## src/cws_pkg.sv

```systemverilog
// Shared types and constants for the climate window statistics block.
// No dependencies; imported by cws_store, cws_divider and climate_window_stats.
package cws_pkg;

  typedef logic signed [10:0] temp_t;
  typedef logic        [9:0]  hum_t;

  // Sensor clamp limits
  localparam temp_t TEMP_LOW  = -11'sd400;
  localparam temp_t TEMP_HIGH = 11'sd850;
  localparam hum_t  HUM_HIGH  = 10'd1000;

  // Starting points for min and max searches
  localparam temp_t TEMP_MIN_INIT = 11'sd1023;
  localparam temp_t TEMP_MAX_INIT = -11'sd1024;
  localparam hum_t  HUM_MIN_INIT  = 10'd1023;
  localparam hum_t  HUM_MAX_INIT  = 10'd0;

  typedef enum logic [2:0] {
    S_IDLE,
    S_SCAN,
    S_DRAIN,
    S_TDIV_GO,
    S_TDIV_WAIT,
    S_HDIV_GO,
    S_HDIV_WAIT,
    S_DONE
  } state_t;

  typedef struct packed {
    logic busy;
    logic done;
  } div_status_t;

endpackage

```

## src/cws_divider.sv

```systemverilog
// Restoring divider, one quotient bit per cycle, shared by both means.
// Depends on cws_pkg for the status struct.
module cws_divider #(
  parameter int NUM_W = 20,
  parameter int DEN_W = 9
) (
  input  logic                  clk,
  input  logic                  rst,
  input  logic                  start,
  input  logic [NUM_W-1:0]      dividend,
  input  logic [DEN_W-1:0]      divisor,
  output logic [NUM_W-1:0]      quotient,
  output cws_pkg::div_status_t  status
);
  import cws_pkg::*;

  localparam int CNT_W = $clog2(NUM_W + 1);

  logic [DEN_W-1:0] rem;
  logic [DEN_W-1:0] den;
  logic [CNT_W-1:0] steps;
  logic             done;
  logic [DEN_W:0]   shifted;
  logic [DEN_W:0]   trial;
  logic             fits;

  // Shift in the next dividend bit and try the subtract
  always_comb begin
    shifted = {rem, quotient[NUM_W-1]};
    trial   = shifted - {1'b0, den};
    fits    = shifted >= {1'b0, den};
  end

  // Control: step counter and done pulse
  always_ff @(posedge clk) begin
    if (rst) begin
      steps <= '0;
      done  <= 1'b0;
    end else if (start) begin
      steps <= CNT_W'(NUM_W);
      done  <= 1'b0;
    end else if (steps != '0) begin
      steps <= steps - 1'b1;
      done  <= (steps == CNT_W'(1));
    end else begin
      done  <= 1'b0;
    end
  end

  // Datapath: remainder and quotient
  always_ff @(posedge clk) begin
    if (start) begin
      rem      <= '0;
      den      <= divisor;
      quotient <= dividend;
    end else if (steps != '0) begin
      rem      <= fits ? trial[DEN_W-1:0] : shifted[DEN_W-1:0];
      quotient <= {quotient[NUM_W-2:0], fits};
    end
  end

  assign status.busy = (steps != '0);
  assign status.done = done;

endmodule

```

## config.mk

```make
export PLATFORM = sky130hd
export DESIGN_NAME = cws_divider
export DESIGN_NICKNAME = d
export VERILOG_FILES = /design/src/cws_pkg.sv /design/src/cws_divider.sv
export SDC_FILE = /design/constraint.sdc
export NUM_CORES = 1
export LEC_CHECK = 0
export BUFFER_PORTS_ARGS = -buffer_cell sky130_fd_sc_hd__buf_2
export CAP_MARGIN = 15
export CORE_AREA = 2 2 67 69
export CTS_CLUSTER_SIZE = 14
export DETAILED_ROUTE_END_ITERATION = 10
export DIE_AREA = 0 0 69 71
export PLACE_DENSITY = 0.81
export RECOVER_POWER = 50
export SYNTH_ARGS = -nofsm -noshare
export SYNTH_HDL_FRONTEND = slang
export SYNTH_SLANG_ARGS = --single-unit
```

## constraint.sdc

```tcl
create_clock -name clk -period 4.4 [get_ports clk]
set_input_delay 0.22 -clock clk [delete_from_list [all_inputs] [get_ports clk]]
set_output_delay 0.22 -clock clk [all_outputs]
set_load 0.02 [all_outputs]
```

==> results of run 1 <==
sequential cells by signal (all words and copies together) (netlist names):
signal and flops:
quotient 20, den 9, rem 9, steps 5
done 1
worst max-delay path by stage:
stage | cells past startpoint | end | slack [ns]
6_report | 9 | rem[0] | 1.66
5_1_grt | 9 | rem[0] | 1.48
4_1_cts | 9 | rem[0] | 1.67
3_5_place_dp | 9 | rem[0] | 1.70
3_3_place_gp | 9 | rem[0] | 1.80
2_1_floorplan | 10 | rem[0] | 2.04
kinds of logic (layout without fill, tap and decap cells):
family | after synthesis | after routing | share of synthesized area, %
flops | 44 | 44 | 51.54
simple gates | 41 | 41 | 9.692
compound gates | 36 | 36 | 11.12
mux | 27 | 27 | 13.22
buf+inv | 26 | 80 | 5.176
fa+ha+maj | 12 | 12 | 6.938
xor+xnor | 6 | 6 | 2.313
per-layer routing:
| metal | up-vias | routed length (µm) |
|---|---|---|
| li1 | 817 | - |
| met4 | 0 | 52 |
| met2 | 40 | 2144 |
| met1 | 793 | 1920 |
| met3 | 7 | 168 |
| met5 | - | 0 |
power breakdown:
| group | internal, mW | switching (mW) |
|---|---|---|
| combinational | 0.256 | 0.332 |
| sequential | 0.535 | 0.0533 |
| clock | 0.168 | 0.145 |
| total | 0.959 | 0.531 |
cell type report:
cell class / count / area share (%)
clock buffer: 5 / 2.591
clock inverter: 3 / 1.602
inverter: 17 / 2.402
multi-input combinational: 122 / 37.02
sequential: 44 / 44.09
tap: 52 / 2.449
timing repair buffer: 55 / 9.845
cell usage in the layout, fill, tap and decap left out, drive strengths merged, types with 6 or more instances in the layout:
master  count
o21ai       6
buf        42
edfxtp     29
mux2       21
and3        6
inv        17
nor3        6
a211oi      7
dfxtp      15
nor2       13
a21oi       9
mux2i       6
clkbuf     18
ha         11
per-stage QoR:
step	setup slack [ns]	power, mW	hold WS, ns
global placement	1.803	1.165	0.3963
detailed placement	1.703	1.187	0.3981
global route	1.478	1.591	0.07111
finish	1.663	1.490	0.08716
floorplan	2.041	1.078	0.2891
CTS	1.669	1.499	0.07530
critical path: stages (launching register included):
cell and delay, ns:
edfxtp_1 0.39, inv_1 0.09, ha_1 0.16, inv_1 0.05, fa_1 0.40, a21o_1 0.23, o211ai_1 0.17, and3b_1 0.59
mux2_4 0.36, a211oi_2 0.21
==> flow_summary.toml, run 1 <==
[floorplan]
pin_count = 54
fp.coreArea_um2 = 4204
start_util_pct = 54.05
die_h_um = 71
fp.dieArea_um2 = 4899
num_rows = 24
dieWidth_um = 69

[clock_network]
root_buffer = "clkbuf_8"
post_cts_buffers = 0
cts_tree = "done"
clk_pin_slew_ns = 0.09
cts_buffers = 5
hold_buffers = 0
clock-sinks = 44
htree_levels = 2
clock_path_buffers = 2
clock_latency_ns = 0.30
cts_resized = 0

[grt]
met3_usage_pct = 5.413
use_met1_pct = 22.84
grt_max_degree = 42
grt_pass1_wl_um = 7265
gr-usage-all-layers_pct = 18.61
antenna_found_initial = 0
grt_overflow_total = 0
busiest_layer = "met2"
met2_usage_pct = 30.88
grt_pass1_vias = 1662

[timing]
tns_ns = 0
worst_pin_slew_ns = 2.066
maxSlewViolCount = 42
hold_violations = 0
rsz0062_at_grt = "false"
max_freq_mhz = 365.4
finalCritPeriodShare_pct = 62.20
period_minus_slack_ns = 2.737
skew_ns = 0.005208
setup_viol = 0
relSlewSlack_pct = -37.71

[cells_and_area]
layoutNonFillerInstCount = 298
final_util_pct = 63.18
antennaDiodeCount = 0
drive_gt1_share_pct = 30.49
area_delta_synth_final_pct = 16.91
fill_cells = 354
post-route-cell-area_um2 = 2656
seqCellArea_um2 = 1171
multi_input_area_um2 = 983.4
nNetsFinal = 289

[setup_path]
crit_required_ns = 4.60
end_kind = "flop"
r2r_slack_ns = 1.66
critPathKind = "flop to flop"
rr_worst_depth = 9
r2r_start = "quotient[19]"
crit_start = "quotient[19]"
arrival_ns = 2.94
r2r_end = "rem[0]"
crit_fanout = 14
start_kind = "flop"

[synthesis]
synth_area_leaders = "edfxtp_1, dfxtp_1, mux2_2"
yosysTopAreaCellShare_pct = 38.33
netlist-cell-type-count = 42
syn_nets = 236
syn_area_um2 = 2272
synthCells = 192
netlist_top_cells_count = "edfxtp_1, mux2_2, inv_1, dfxtp_1, nor2_1"
synth_edf_count = 29
yosysMostFrequentCell = "edfxtp_1"
seq_area_frac_synth_pct = 51.54
synth-seq-cells = 44
async_flop_share_pct = 0
synth_area_leader_cell = "edfxtp_1"
synth_ff_type = "edfxtp_1"
syn_avg_cell_area_um2 = 11.83
yosys_warnings = 0

[place]
dp.cells = 290
dpl.hpwl_um = 3029
io_buffers = 53
gp_congestion = 0.8076
place_area_um2 = 2564

[drt]
vias = 1657
drtPass1Iterations = 4
wl_per_cell_um = 14.38
viasPerCell = 5.560
routed_wirelength_um = 4286
antenna_left = 0
drc = 0
initialDrtViolationCount = 54

[run_status]
status = "finished, violations left"
violations = "max-capacitance violations, max-slew violations"

[flow_run]
cap_violations = 1

[min_path]
worstHoldEndpoint = "den[2]"
holdPathStages = 1
min_from = "divisor[2]"
hp-class = "input port to flop"

[power]
peakVddDrop_mv = 0.3409
pwr_density_cell_nw_per_um2 = 560.9
p_leak_nw = 1.146
Power figures use the tool's default switching activity.
==> run 2, diff against run 1 <==
- ABC_AREA: not set -> 1
- CORE_AREA: 2 2 67 69 -> 2 2 70 72
- DIE_AREA: 0 0 69 71 -> 0 0 72 74
- PLACE_DENSITY: 0.81 -> 0.78
- clock period: 4.4 -> 2.8 ns (I/O delays scaled with it)
==> run 2 against run 1 <==
Effect of this change: the run now ends clean; clock power is 30% higher; largest cell class unchanged; die area up 8.8%; worst setup slack worse by 1.1 ns; register-to-register slack worse by 1.1 ns; sequential share of layout area down 1.6 points; clock skew up 0.0011 ns; sequential power up 57%; routed wire length up 10%; hold slack worse by 0.075 ns; critical path depth rose by 2; synthesized cell count grew 53%; largest power group is now combinational cells; sequential cell count unchanged.
==> flow_summary.toml, run 2 <==
[setup_path]
slowest_stage = "fa_1"
path_cells = "inv_1 -> ha_1 -> inv_1 -> fa_1 -> nand4_2 -> nand2_2 -> nand2_2 -> nand2_2 -> nand2_1 -> nand3_1 -> nand2_1"
max_stage_delay_ns = 0.43
critPathKind = "flop to flop"
crit_fanout = 11
end_kind = "flop"
start_kind = "flop"
cpMostUsedCell = "nand2_2"
arrival_ns = 2.43
crit_required_ns = 3.04

[drt]
antenna_left = 0
wl_per_cell_um = 11.82
vias = 1983
initialDrtViolationCount = 99
drtPass1Iterations = 4
drc = 0
routed_wirelength_um = 4728
viasPerCell = 4.958

[synthesis]
netlist_top_cells_count = "nand2_1, inv_1, edfxtp_1, nand3_1, dfxtp_1"
netlist-cell-type-count = 26
yosys_warnings = 0
yosysMostFrequentCell = "nand2_1"
synth_edf_count = 29
synthCells = 293
yosys.area_share.simple_pct = 31.19
yosysTopAreaCellShare_pct = 36.12
synth.area.mux_share_pct = 0
async_flop_share_pct = 0
synth_ff_type = "edfxtp_1"
synthXorXnorAreaFrac_pct = 1.453
syn_nets = 337
synth_area_leader_cell = "edfxtp_1"
synth_area_leaders = "edfxtp_1, nand2_1, dfxtp_1"
syn_area_um2 = 2411
syn_avg_cell_area_um2 = 8.229
synth-seq-cells = 44
synth_compound_area_share_pct = 3.373
synthAdderAreaFrac_pct = 6.539
seq_area_frac_synth_pct = 48.57
synth_top_family_by_area = "simple AND/OR/NAND/NOR gates"

[cells_and_area]
antennaDiodeCount = 0
drive_gt1_share_pct = 17.63
top_register = "quotient"
post-route-cell-area_um2 = 2758
layout_common_cells = "nand2_1, inv_1, buf_2"
reg_top3 = "quotient x20, den x9, rem x9"
area_delta_synth_final_pct = 14.37
largest_reg_flops = 20
nNetsFinal = 389
final_common_cell = "nand2_1"

[place]
post-place-ws_ns = 0.6057
gp_congestion = 0.8914
dpl.hpwl_um = 3650
place_area_um2 = 2695
io_buffers = 53

[power]
pwr_density_cell_nw_per_um2 = 835.8
p_leak_nw = 1.428
peakVddDrop_mv = 0.3474

[timing]
setup_ws_ns = 0.6068
rsz0062_at_grt = "false"
period_minus_slack_ns = 2.193
max_freq_mhz = 456.0
skew_ns = 0.006333
setup_viol = 0
relSlewSlack_pct = 51.15
hold_violations = 0
worst_pin_slew_ns = 0.7320
maxSlewViolCount = 0
tns_ns = 0
finalCritPeriodShare_pct = 78.33

[floorplan]
start_util_pct = 52.44
die_h_um = 74
num_rows = 25
dieWidth_um = 72
pin_count = 54
fp.coreArea_um2 = 4598
fp.dieArea_um2 = 5328

[run_status]
status = "completed"

[clock_network]
clk_pin_slew_ns = 0.08
root_buffer = "clkbuf_8"
htree_levels = 2
clock_latency_ns = 0.30
post_cts_buffers = 0
cts_resized = 0
cts_tree = "done"
clock-sinks = 44
clock_path_buffers = 2
cts_buffers = 5
hold_buffers = 0

[min_path]
hp-class = "input port to flop"

[grt]
gr-usage-all-layers_pct = 19.88
grt_overflow_total = 0
grt_pass1_vias = 1879
grt_max_degree = 28
antenna_found_initial = 0
grt_pass1_wl_um = 8197

[flow_run]
cap_violations = 0
-- run 2: cell count changes in the layout (fill, tap and decap cells not counted), moves of 5 or more --
cell | previous run | this run
nor2_1 | 13 | 8
inv_1 | 17 | 41
clkbuf_1 | 13 | 24
nand2_1 | 4 | 118
a211oi_1 | 5 | 0
mux2i_1 | 6 | 0
buf_2 | 41 | 31
mux2_2 | 20 | 0
nand2_2 | 0 | 6
nand3_1 | 0 | 19
nor3_1 | 6 | 1
nand3_2 | 0 | 9
-- run 2: routing by layer --
layer	share of wire, %	global-route usage, %
met5	0	0
met4	2.1	8.386
met3	6.2	4.472
met2	47	32.92
met1	45	25.44
-- run 2: layout make-up --
type	count	area [µm²]
clock buffer	8	90.09
fill	412	1841
inverter	42	157.7
multi-input combinational	198	1026
sequential	44	1171
tap	54	67.56
timing repair buffer	54	245.2
-- run 2: cells by family after synthesis --
kind of cell,Yosys count
xor+xnor,4
fa+ha+maj,12
simple gates,168
buf+inv,51
compound gates,14
flops,44
-- run 2: final timing paths --
kind / startpoint / to / slack [ns] / cells past startpoint
setup / recovery: quotient[19] / rem[8] / 0.61 / 11
hold / removal: divisor[3] / den[3] / 0.01 / 1
setup reg to reg: quotient[19] / rem[8] / 0.61 / 11
hold reg to reg: rem[3] / rem[3] / 0.48 / 2
-- run 2: stage by stage --
| step | hold WS (ns) | util [%] | power [mW] | std cells |
|---|---|---|---|---|
| 6_report | 0.01206 | 59.97 | 2.305 | 400 |
| 5_1_grt | 0.001683 | 59.97 | 2.488 | 400 |
| 4_1_cts | 0.007303 | 60.57 | 2.325 | 400 |
| 3_5_place_dp | 0.3186 | 58.61 | 1.920 | 392 |
| 3_3_place_gp | 0.3175 | 58.61 | 1.894 | 392 |
| 2_1_floorplan | 0.2091 | - | 1.714 | 293 |
-- run 2: worst max-delay path: cells and delay by family (launching register included) --
family	cells	cell delay, ns
AND/OR/NAND/NOR	7	0.93
buffers and inverters	2	0.19
flip-flops	1	0.41
adder cells (fa/ha/maj)	2	0.58
-- run 2: power by group --
group / total [mW] / switching, mW / internal [mW]
logic: 0.972 / 0.617 / 0.355
clock network: 0.408 / 0.207 / 0.201
registers: 0.924 / 0.0927 / 0.831
total: 2.30 / 0.917 / 1.39
